**src/design/rfp_pkg.sv**
```systemverilog
// shared constants and types for the range frame parser
package rfp_pkg;

  localparam int MAX_CH      = 8;
  localparam int CH_W        = 3;
  localparam int POS_W       = 5;
  localparam int BYTE_W      = 8;
  localparam int RANGE_W     = 16;
  localparam int CFG_IDX_W   = 2;
  localparam int QUEUE_DEPTH = 4;

  localparam logic [CFG_IDX_W-1:0] REG_HEADER_FIRST  = 2'd0;
  localparam logic [CFG_IDX_W-1:0] REG_HEADER_SECOND = 2'd1;
  localparam logic [CFG_IDX_W-1:0] REG_CRC_POLY      = 2'd2;

  localparam logic [BYTE_W-1:0] HEADER_FIRST_RESET  = 8'd84;
  localparam logic [BYTE_W-1:0] HEADER_SECOND_RESET = 8'd72;
  localparam logic [BYTE_W-1:0] CRC_POLY_RESET      = 8'd7;

  typedef enum logic [1:0] {
    OP_DIST_HI,
    OP_DIST_LO,
    OP_MASK,
    OP_FINAL
  } op_kind_t;

  typedef struct packed {
    op_kind_t          kind;
    logic [CH_W-1:0]   ch;
    logic [BYTE_W-1:0] data;
    logic              good;
  } op_t;

  typedef struct packed {
    logic full;
    logic valid;
  } q_status_t;

endpackage

```
**src/design/rfp_queue.sv**
```systemverilog
// short request queue between the byte classifier and the frame assembler
module rfp_queue #(
  parameter int DEPTH = rfp_pkg::QUEUE_DEPTH
) (
  input  logic               clk,
  input  logic               rst,
  input  logic               push,
  input  rfp_pkg::op_t       op_in,
  input  logic               pop,
  output rfp_pkg::op_t       op_out,
  output rfp_pkg::q_status_t status
);
  import rfp_pkg::*;

  localparam int PTR_W = $clog2(DEPTH);
  localparam int CNT_W = $clog2(DEPTH + 1);

  op_t              entries [DEPTH];
  logic [PTR_W-1:0] wr_ptr;
  logic [PTR_W-1:0] rd_ptr;
  logic [CNT_W-1:0] count;
  logic             is_full;
  logic             is_valid;
  logic             do_push;
  logic             do_pop;

  assign is_full  = (count == CNT_W'(DEPTH));
  assign is_valid = (count != '0);
  assign status   = '{full: is_full, valid: is_valid};
  assign do_push  = push && !is_full;
  assign do_pop   = pop && is_valid;
  assign op_out   = entries[rd_ptr];

  always_ff @(posedge clk) begin
    if (do_push) begin
      entries[wr_ptr] <= op_in;
    end
  end

  always_ff @(posedge clk) begin
    if (rst) begin
      wr_ptr <= '0;
      rd_ptr <= '0;
      count  <= '0;
    end else begin
      if (do_push) begin
        wr_ptr <= (wr_ptr == PTR_W'(DEPTH - 1)) ? '0 : wr_ptr + PTR_W'(1);
      end
      if (do_pop) begin
        rd_ptr <= (rd_ptr == PTR_W'(DEPTH - 1)) ? '0 : rd_ptr + PTR_W'(1);
      end
      if (do_push && !do_pop) begin
        count <= count + CNT_W'(1);
      end else if (do_pop && !do_push) begin
        count <= count - CNT_W'(1);
      end
    end
  end

endmodule

```
**src/design/rfp_front.sv**
```systemverilog
// front end: header hunt, byte position tracking, crc and request classification
module rfp_front #(
  parameter int CHANNELS = rfp_pkg::MAX_CH
) (
  input  logic                             clk,
  input  logic                             rst,
  input  logic                             cfg_write,
  input  logic [rfp_pkg::CFG_IDX_W-1:0]    cfg_index,
  input  logic [rfp_pkg::BYTE_W-1:0]       cfg_data,
  input  logic                             push,
  input  logic [rfp_pkg::BYTE_W-1:0]       rx_byte,
  input  logic                             q_full,
  output logic                             q_push,
  output rfp_pkg::op_t                     q_op
);
  import rfp_pkg::*;

  localparam logic [POS_W-1:0] POS_MASK = POS_W'(2 + 2 * CHANNELS);
  localparam logic [POS_W-1:0] POS_CRC  = POS_W'(3 + 2 * CHANNELS);

  logic [BYTE_W-1:0] header_first;
  logic [BYTE_W-1:0] header_second;
  logic [BYTE_W-1:0] crc_poly;
  logic [POS_W-1:0]  byte_position;
  logic [POS_W-1:0]  byte_position_next;
  logic [BYTE_W-1:0] running_crc;
  logic [BYTE_W-1:0] running_crc_next;
  logic [BYTE_W-1:0] crc_stepped;
  logic [POS_W-1:0]  offset;
  logic [BYTE_W-1:0] want;
  logic              accept;

  function automatic logic [BYTE_W-1:0] crc_step(input logic [BYTE_W-1:0] crc,
                                                 input logic [BYTE_W-1:0] b,
                                                 input logic [BYTE_W-1:0] poly);
    logic [BYTE_W-1:0] c;
    c = crc ^ b;
    for (int k = 0; k < BYTE_W; k++) begin
      c = c[BYTE_W-1] ? ({c[BYTE_W-2:0], 1'b0} ^ poly) : {c[BYTE_W-2:0], 1'b0};
    end
    return c;
  endfunction

  assign accept      = push && !q_full;
  assign crc_stepped = crc_step(running_crc, rx_byte, crc_poly);
  assign offset      = byte_position - POS_W'(2);
  assign want        = (byte_position == '0) ? header_first : header_second;

  always_comb begin
    byte_position_next = byte_position;
    running_crc_next   = running_crc;
    q_push             = 1'b0;
    q_op.kind          = OP_DIST_HI;
    q_op.ch            = offset[CH_W:1];
    q_op.data          = rx_byte;
    q_op.good          = (rx_byte == running_crc);
    if (accept) begin
      priority if (byte_position < POS_W'(2)) begin
        if (rx_byte == want) begin
          running_crc_next   = crc_stepped;
          byte_position_next = byte_position + POS_W'(1);
        end
      end else if (byte_position < POS_MASK) begin
        q_push             = 1'b1;
        q_op.kind          = offset[0] ? OP_DIST_LO : OP_DIST_HI;
        running_crc_next   = crc_stepped;
        byte_position_next = byte_position + POS_W'(1);
      end else if (byte_position == POS_MASK) begin
        q_push             = 1'b1;
        q_op.kind          = OP_MASK;
        running_crc_next   = crc_stepped;
        byte_position_next = byte_position + POS_W'(1);
      end else if (byte_position == POS_CRC) begin
        q_push             = 1'b1;
        q_op.kind          = OP_FINAL;
        running_crc_next   = '0;
        byte_position_next = '0;
      end else begin
        running_crc_next   = '0;
        byte_position_next = '0;
      end
    end
  end

  always_ff @(posedge clk) begin
    if (rst) begin
      header_first  <= HEADER_FIRST_RESET;
      header_second <= HEADER_SECOND_RESET;
      crc_poly      <= CRC_POLY_RESET;
      byte_position <= '0;
      running_crc   <= '0;
    end else begin
      byte_position <= byte_position_next;
      running_crc   <= running_crc_next;
      if (cfg_write) begin
        unique case (cfg_index)
          REG_HEADER_FIRST:  header_first  <= cfg_data;
          REG_HEADER_SECOND: header_second <= cfg_data;
          REG_CRC_POLY:      crc_poly      <= cfg_data;
          default: ;
        endcase
      end
    end
  end

endmodule

```
**src/design/rfp_back.sv**
```systemverilog
// back end: distance and mask stores, result register
module rfp_back #(
  parameter int CHANNELS = rfp_pkg::MAX_CH
) (
  input  logic                                          clk,
  input  logic                                          rst,
  input  logic                                          q_valid,
  input  rfp_pkg::op_t                                  q_op,
  output logic                                          q_pop,
  input  logic                                          pop,
  output logic                                          empty,
  output logic                                          frame_good,
  output logic [rfp_pkg::MAX_CH-1:0][rfp_pkg::RANGE_W-1:0] ranges,
  output logic [rfp_pkg::BYTE_W-1:0]                    mask
);
  import rfp_pkg::*;

  logic [MAX_CH-1:0][RANGE_W-1:0] dist_store;
  logic [BYTE_W-1:0]              mask_store;
  logic                           out_valid;
  logic                           is_final;

  assign is_final = (q_op.kind == OP_FINAL);
  assign q_pop    = q_valid && (!is_final || !out_valid || pop);
  assign empty    = !out_valid;

  always_ff @(posedge clk) begin
    if (q_pop) begin
      unique case (q_op.kind)
        OP_DIST_HI: dist_store[q_op.ch] <= {q_op.data, 8'h00};
        OP_DIST_LO: dist_store[q_op.ch] <= dist_store[q_op.ch] | {8'h00, q_op.data};
        OP_MASK:    mask_store <= q_op.data;
        OP_FINAL: begin
          frame_good <= q_op.good;
          for (int j = 0; j < MAX_CH; j++) begin
            ranges[j] <= (q_op.good && j < CHANNELS) ? dist_store[j] : '0;
          end
          mask <= q_op.good ? mask_store : '0;
        end
      endcase
    end
  end

  always_ff @(posedge clk) begin
    if (rst) begin
      out_valid <= 1'b0;
    end else if (q_pop && is_final) begin
      out_valid <= 1'b1;
    end else if (pop) begin
      out_valid <= 1'b0;
    end
  end

endmodule

```
**src/design/range_frame_parser_crc8.sv**
```systemverilog
// top level of the range frame parser with crc-8 check
// accepts one byte per cycle unless full; a four-entry request queue decouples classifier and assembler
// a result goes from its crc byte through a queue entry into the result register, waiting in the queue
// only while an earlier result is held; the classifier stops when the queue is full
// synchronous active-high reset clears position, crc, queue and result valid, loads default registers
module range_frame_parser_crc8 #(
  parameter int CHANNELS = rfp_pkg::MAX_CH
) (
  input  logic                          clk,
  input  logic                          rst,
  input  logic                          cfg_write,
  input  logic [rfp_pkg::CFG_IDX_W-1:0] cfg_index,
  input  logic [rfp_pkg::BYTE_W-1:0]    cfg_data,
  input  logic                          push,
  output logic                          full,
  input  logic [rfp_pkg::BYTE_W-1:0]    rx_byte,
  output logic                          empty,
  input  logic                          pop,
  output logic                          frame_good,
  output logic [rfp_pkg::RANGE_W-1:0]   range_ch0,
  output logic [rfp_pkg::RANGE_W-1:0]   range_ch1,
  output logic [rfp_pkg::RANGE_W-1:0]   range_ch2,
  output logic [rfp_pkg::RANGE_W-1:0]   range_ch3,
  output logic [rfp_pkg::RANGE_W-1:0]   range_ch4,
  output logic [rfp_pkg::RANGE_W-1:0]   range_ch5,
  output logic [rfp_pkg::RANGE_W-1:0]   range_ch6,
  output logic [rfp_pkg::RANGE_W-1:0]   range_ch7,
  output logic [rfp_pkg::BYTE_W-1:0]    channel_updated_mask
);
  import rfp_pkg::*;

  logic                           fe_push;
  op_t                            fe_op;
  op_t                            be_op;
  q_status_t                      q_status;
  logic                           be_pop;
  logic [MAX_CH-1:0][RANGE_W-1:0] ranges;

  assign full = q_status.full;

  rfp_front #(.CHANNELS(CHANNELS)) u_front (
    .clk       (clk),
    .rst       (rst),
    .cfg_write (cfg_write),
    .cfg_index (cfg_index),
    .cfg_data  (cfg_data),
    .push      (push),
    .rx_byte   (rx_byte),
    .q_full    (q_status.full),
    .q_push    (fe_push),
    .q_op      (fe_op)
  );

  rfp_queue #(.DEPTH(QUEUE_DEPTH)) u_queue (
    .clk    (clk),
    .rst    (rst),
    .push   (fe_push),
    .op_in  (fe_op),
    .pop    (be_pop),
    .op_out (be_op),
    .status (q_status)
  );

  rfp_back #(.CHANNELS(CHANNELS)) u_back (
    .clk        (clk),
    .rst        (rst),
    .q_valid    (q_status.valid),
    .q_op       (be_op),
    .q_pop      (be_pop),
    .pop        (pop),
    .empty      (empty),
    .frame_good (frame_good),
    .ranges     (ranges),
    .mask       (channel_updated_mask)
  );

  assign range_ch0 = ranges[0];
  assign range_ch1 = ranges[1];
  assign range_ch2 = ranges[2];
  assign range_ch3 = ranges[3];
  assign range_ch4 = ranges[4];
  assign range_ch5 = ranges[5];
  assign range_ch6 = ranges[6];
  assign range_ch7 = ranges[7];

endmodule

```
**config.mk**
```make
export PLATFORM = sky130hd
export DESIGN_NAME = range_frame_parser_crc8
export DESIGN_NICKNAME = d
export VERILOG_FILES = /design/src/design/rfp_pkg.sv /design/src/design/rfp_queue.sv /design/src/design/rfp_front.sv /design/src/design/rfp_back.sv /design/src/design/range_frame_parser_crc8.sv
export SDC_FILE = /design/constraint.sdc
export NUM_CORES = 1
export LEC_CHECK = 0
export CAP_MARGIN = 10
export CORE_MARGIN = 2
export CORE_UTILIZATION = 35
export CTS_BUF_LIST = sky130_fd_sc_hd__clkbuf_4
export DETAILED_ROUTE_END_ITERATION = 8
export DONT_BUFFER_PORTS = 1
export PLACE_DENSITY = 0.56
export RECOVER_POWER = 25
export SLEW_MARGIN = 20
export SYNTH_ARGS = -nofsm -noshare
export SYNTH_HDL_FRONTEND = slang
export SYNTH_SLANG_ARGS = --single-unit
export TNS_END_PERCENT = 50
```
**constraint.sdc**
```tcl
create_clock -name clk -period 10.1 [get_ports clk]
set_input_delay 1.01 -clock clk [delete_from_list [all_inputs] [get_ports clk]]
set_output_delay 1.01 -clock clk [all_outputs]
set_load 0.005 [all_outputs]
```
======== Yosys cells after proc, flatten, opt, wreduce, memory -nomap -nowiden ========
Memory sizes are Yosys's and may differ from the RTL's. A register that Yosys moved wholly into a read port is not among the register bits.
Cells that the tools add are included.
cells by class
  add/sub/neg operators ................... 6
  multiply operators ...................... 0
  divide/modulo/power cells ............... 0
  $lt $le $gt $ge ......................... 4
  eq/ne operators ......................... 13
  shift operators ......................... 0
  muxes and demuxes ....................... 45
  bitwise logic cells ..................... 10
  reduce and logical (&&, ||, !) cells .... 29
operators by type and width
  kind                                                number
  bitwise mux 128 bit                                 2
  one-hot mux 128 bit (2 select lines)                1
  2-to-1 mux 8 bit                                    13
  bitwise XOR 8 bit                                   9
  binary-select mux 16 bit (select 3 bit)             1
  demux 16 bit (select 3 bit)                         1
  2-to-1 mux 16 bit                                   2
  2-to-1 mux 5 bit                                    4
  2-to-1 mux 2 bit                                    9
  equality test 8 bit                                 2
  OR 16 x 8 -> 16 bit                                 1
  AND reduction 2 bit                                 7
  equality test 2 bit, second input constant          5
  equality test 5 bit, second input constant          2
  2-to-1 mux 1 bit                                    10
  logical AND 1 bit                                   8
  2-to-1 mux 3 bit                                    2
  nonzero test 2 bit                                  3
  adder 5 x 1 -> 5 bit, second input constant         1
  logical NOT 1 bit                                   5
  logical NOT 5 bit                                   1
  < comparator 5 x 2 -> 1 bit, second input constant  1
  < comparator 5 bit, second input constant           1
  adder 2 x 1 -> 2 bit, second input constant         2
  other kinds (11)                                    14
word-level totals
  flip-flop bits (word level) ............. 318
  bits in latches ......................... 0
  bits in writable memories ............... 56
  memory bits (read-only) ................. 0
  input bits .............................. 23
  output and inout port bits .............. 139
  logic and storage cells ................. 136
  memories kept ........................... 1
memories
  memory           words  bits a word  read ports  clocked after Yosys merged registers in  write ports  RTL line         RTL
  u_queue.entries  4      14           1           1                                        1            rfp_queue.sv:18  op_t entries [DEPTH];

======== Depth between registers and ports, before layout ========
  depth in word-level cells ............... 20
  gate-level depth with buffers ........... 15

======== By module ========
Synthesis repeated with hierarchy kept, for this count alone.
unflattened totals
  cell total of the unflattened synthesis .. 1365
  area, all modules ....................... 17413.0 um2
by module, submodules not included
  module     times used  cells an instance  area each (um2)  sequential area each (um2)
  rfp_back   1           768                11292.1          8217.9
  rfp_front  1           472                3583.4           740.7
  rfp_queue  1           125                2537.4           1861.8

======== Worst setup path before layout ========
OpenSTA, ideal clock, no wires.
  path kind ............................... flip-flop to flip-flop
  start point ............................. register with a tool-made name
  end point ............................... register u_back.frame_good (enable)
  setup time .............................. 636 ps
  data arrival time ....................... 7708 ps
  data required time ...................... 9464 ps
  setup slack ............................. 1757 ps
  cell stages (with the launch flop) ...... 7
  path buffers ............................ 2
  cell sequence ........................... dfxtp_1 clkbuf_1 buf_1 mux4_2 nand2_1 o21bai_1 nor2_1
RTL lines
  what                  RTL line        RTL
  to (signal assigned)  rfp_back.sv:34  frame_good <= q_op.good;
  to (decl)             rfp_back.sv:12  output logic frame_good,

======== Final worst setup path ========
  start point ............................. register u_front.running_crc[7]
  end point ............................... register u_front.running_crc[4]
on the way
  longest elaborated chain between the ends .. 18
ends and longest elaborated chain
  what                                                   RTL line         RTL
  from (decl)                                            rfp_front.sv:26  logic [BYTE_W-1:0] running_crc;
  from (signal assigned)                                 rfp_front.sv:94  running_crc <= running_crc_next;
  bitwise XOR 8 bit *                                    rfp_front.sv:37  c = crc ^ b;
  2-to-1 mux 8 bit *                                     rfp_front.sv:39  c = c[BYTE_W-1] ? ({c[BYTE_W-2:0], 1'b0} ^ poly) : {c[BYTE_W-2:0], 1'b0};
  bitwise XOR 8 bit                                      rfp_front.sv:39
  2-to-1 mux 8 bit *                                     rfp_front.sv:39
  bitwise XOR 8 bit                                      rfp_front.sv:39
  2-to-1 mux 8 bit * (2 in series)                       rfp_front.sv:39
  bitwise XOR 8 bit or 2-to-1 mux 8 bit (tied branches)  rfp_front.sv:39
  2-to-1 mux 8 bit *                                     rfp_front.sv:39
  bitwise XOR 8 bit or 2-to-1 mux 8 bit (tied branches)  rfp_front.sv:39
  2-to-1 mux 8 bit *                                     rfp_front.sv:39
  bitwise XOR 8 bit or 2-to-1 mux 8 bit (tied branches)  rfp_front.sv:39
  2-to-1 mux 8 bit *                                     rfp_front.sv:39
  bitwise XOR 8 bit or 2-to-1 mux 8 bit (tied branches)  rfp_front.sv:39
  2-to-1 mux 8 bit *                                     rfp_front.sv:39
  2-to-1 mux 8 bit                                       rfp_front.sv:68  end else if (byte_position == POS_MASK) begin
  2-to-1 mux 8 bit                                       rfp_front.sv:63  end else if (byte_position < POS_MASK) begin
  2-to-1 mux 8 bit *                                     rfp_front.sv:58  priority if (byte_position < POS_W'(2)) begin
Mark *: on every way between the ends. The rest lies on a longest branch, timed or not. The select of a mux whose other input is x is not followed.
A chain may end at the register's enable or synchronous reset.

==> impl_results.md <==
* Via count at around 11000
* GRT Overall Usage at about 17%
* Final cell count without fillers at between 2000 and 2500
* Post-DP HPWL at approximately 29 mm
* Cell Rows at 80
* Gate power share at between 20% and 30%
* Mapped Nets at 1339
* Worst-skew pair later-pin latency at roughly 0.83 ns
* Routed WL per cell at roughly 21 microns
* Flop-to-flop setup slack at between 4 and 5 ns
* H-tree Lvls at 3
* Number of synthesized register bits at between 300 and 400
* PortBufs at 0
* Largest net degree at the start of global routing at 138
* Fin Clk Skew at 0.0718 ns
* Post-synthesis average cell area at approximately 13 sq um
* Setup crit end kind: flop
* Area growth syn-to-layout at 11.6%
* Cts-stage hold buffer count at 0
* Max-slew violations at 21
* CTS Buffer Depth at 3
* Clock sink total at 376
* GRT overflow at 0
* Reg clk slew, reported paths at around 0.050 ns
* Crit path from: u_front.running_crc[7]
* Status: finished with violations
* Setup CP Type: reg2reg
* FF/Latch Area at 10800 sq um
* Req. time, crit path at between 10 and 15 ns
* Critical path launch point type: flop
* Failing checks: capacitance limit, slew limit
* Initial core utilization at around a third
* Max Fclk at roughly 200 MHz
* Worst relative slew slack at -2.87%
* Clk root buf: clkbuf_4
* Vias in the first global route at between 10000 and 15000
* Fill cells at approximately 4600
* # nets final at 1395
* Detailed Route WL at between 40 and 50 mm
* Reg power frac at 48.4%
* Worst R2R End: u_front.running_crc[4]
* Core Box Area at around 47000 sq um
* Die Wd at ~220 microns
* Top FF cell, synth: edfxtp_1
* Routed Antenna Nets at 0
* DR iter-0 viols at between 700 and 800
* Leak pwr at 6.49 nW
* Worst VDD drop at 0.171 mV
* Chip height at 223 microns
* Multi-input gate area at 5590 sq um
* Max Cap Viol at 1
* I/O pin count at about 160
* Worst Setup EP: u_front.running_crc[4]
* CTS Buf Count at 99
* First-pass GRT wire length at 65.5 mm
* Yosys warning count at 0
* P_int at 3.08 mW
* Number of synthesized flops with an enable pin at approximately 330
* Final worst path period share at around half
* Cells on worst reg2reg path at 12
* CTS resizes at 0
* Sw Ratio at about a third
* Clock Power Share at approximately 29%
* Pwr/cell area at roughly 240 nW/um^2
* NetSw at between 1 and 1.5 mW
* CP Data Arrival Time at 5.81 ns
* Post-synthesis sequential area ratio at 64.6%
* Initial antenna violation count at 1
* Top post-synthesis cells by area: edfxtp_1 59%, and2_1 6.2%, dfxtp_1 5.6%
* # DRC at 0
* Vias per inst at 5.15
* Placer Congestion at 0.860
* Die area at 49600 sq um
* Synth area leader: edfxtp_1
* Unrepaired setup endpoints after global routing: false
* Final setup fails at 0
* Async S/R FF share, synth at 0%
* Tmin final at between 5 and 6 ns
* CP Max Fanout at 20
* Final TNS setup at 0 ns
* Share of post-route cells with drive strength above 1 at around 15%
* Syn Inst Count at between 1000 and 1500
* Hold Crit Class: in2reg
* Share of the synthesized area in the top cell type at roughly 59%
* Count of cell types in the netlist at 78
* Final hold violation count at 0
* Placed insts at 1873
* Router iterations before antenna repair at 7
* Post-Syn Area at between 15000 and 20000 sq um
* Postcts setup bufs at 0
* CTS tree: built
* Measured slew at the worst slew-check pin at around 1.5 ns
* Reg2reg start: u_front.running_crc[7]
## state kept, by name, indices dropped and copies added (netlist names), named ones only
signal	count
u_back.frame_good	1
u_front.running_crc	8
u_front.header_first	8
u_front.header_second	8
u_queue.wr_ptr	2
u_back.mask	8
u_queue.count	3
u_front.crc_poly	8
u_front.byte_position	5
u_back.out_valid	1
u_back.dist_store	128
u_back.mask_store	8
u_back.ranges	128
u_queue.rd_ptr	2
u_queue.entries	56
## synth_stat cells (6+ instances only)
cell,n
buf_1,9
edfxtp_1,329
mux2_2,6
nor3_1,9
a221oi_1,9
a21oi_1,51
mux4_2,20
nand2_1,98
xnor3_1,7
nand3_1,21
o21ai_0,22
inv_1,16
a211o_1,9
xor2_1,16
ha_1,11
clkbuf_1,52
and2_1,167
xnor2_1,23
nand4_1,9
o211ai_1,7
mux2i_1,44
a22oi_1,11
nor2_1,170
nor2b_1,16
a211oi_1,9
dfxtp_1,47
## final cells by class
class	count	share of cell area (%)
diodes	1	0.0134
clock buffers	141	5.66
clock inverters	40	1.02
inverters	17	0.341
multi-input cells	842	29.9
flip-flops and latches	376	57.9
well taps	615	4.12
repair buffers	24	1.03
## cell usage in the layout, fill, tap and decap left out, types with 5 or more instances in the layout
cell type	n
a211o_1	9
a211oi_1	9
a21oi_1	51
a221oi_1	9
a22o_1	5
a22oi_1	11
and2_0	23
and2_1	147
buf_4	21
clkbuf_4	141
clkinv_1	36
dfxtp_1	47
edfxtp_1	329
ha_1	11
inv_1	16
mux2_2	6
mux2i_1	44
mux4_2	19
nand2_1	98
nand2b_1	5
nand3_1	21
nand4_1	9
nor2_1	169
nor2b_1	16
nor3_1	9
o211ai_1	7
o21a_1	5
o21ai_0	22
or3_1	5
xnor2_1	23
xnor3_1	7
xor2_1	17
## how the worst min path moves through the flow
| stage | startpoint | endpoint | slack (ns) | depth (start not counted) |
|---|---|---|---|---|
| 2_1_floorplan | u_front.header_second[3] | u_front.header_second[3] | 0.43 | 1 |
| 3_5_place_dp | u_front.header_second[3] | u_front.header_second[3] | 0.46 | 1 |
| 5_1_grt | rst | u_front.crc_poly[5] | 0.19 | 1 |
| 3_3_place_gp | u_front.header_second[6] | u_front.header_second[6] | 0.44 | 1 |
| 4_1_cts | rst | u_front.crc_poly[7] | 0.16 | 1 |
| 6_report | rst | u_front.crc_poly[7] | 0.27 | 1 |
## power groups by stage
stage                     registers [mW]  logic (mW)  clock network, mW
after floorplan                     2.27       0.746                  0
after global placement              2.23        1.04                  0
after detailed placement            2.24        1.05                  0
after CTS                           2.20        1.05               1.36
after global routing                2.22        1.16               1.44
final                               2.20        1.04               1.31
## logic make-up (layout without fill, tap and decap cells)
kind of cell	after synthesis	count (layout)	share of synthesized area, %
AOI/OAI and AO/OA	179	179	7.43
xor gates and xnor gates	50	50	3.37
adders and majority gates	12	12	0.941
buffers and inverters	86	222	2.08
DFF	376	376	64.6
muxes	70	70	5.72
other	0	1	0
and+or+nand+nor	531	531	15.9
## per-stage QoR
step | util, % | hold slack [ns] | setup slack [ns] | power, mW | area (sq um)
floorplan | - | 0.435 | 1.76 | 3.01 | 16700
global placement | 36.7 | 0.445 | 5.15 | 3.28 | 17400
detailed placement | 36.7 | 0.464 | 5.03 | 3.29 | 17400
CTS | 39.4 | 0.164 | 5.57 | 4.61 | 18700
global route | 39.4 | 0.188 | 4.43 | 4.82 | 18700
finish | 39.4 | 0.268 | 4.99 | 4.54 | 18700
## worst max-delay path, cell delays in order (launching register included)
cell       delay, ns
dfxtp_1         0.39
xor2_1          1.19
a21oi_1         0.33
nor2_1          0.35
o22ai_1         0.18
a2111oi_2       0.47
o21ai_1         0.30
a311oi_1        0.48
a211o_2         0.22
nand2_1         0.18
a211o_1         0.36
a211o_1         0.29
a32o_1          0.25
## routing by layer
metal	track usage (%)	part of all wire [%]	vias to the layer above
met1	21.9	42	5201
met4	6.88	2.7	0
met3	5.20	6.9	86
met2	28.3	48	382
met5	0	0	-
li1	-	-	4919
Power figures use the tool's default switching activity.
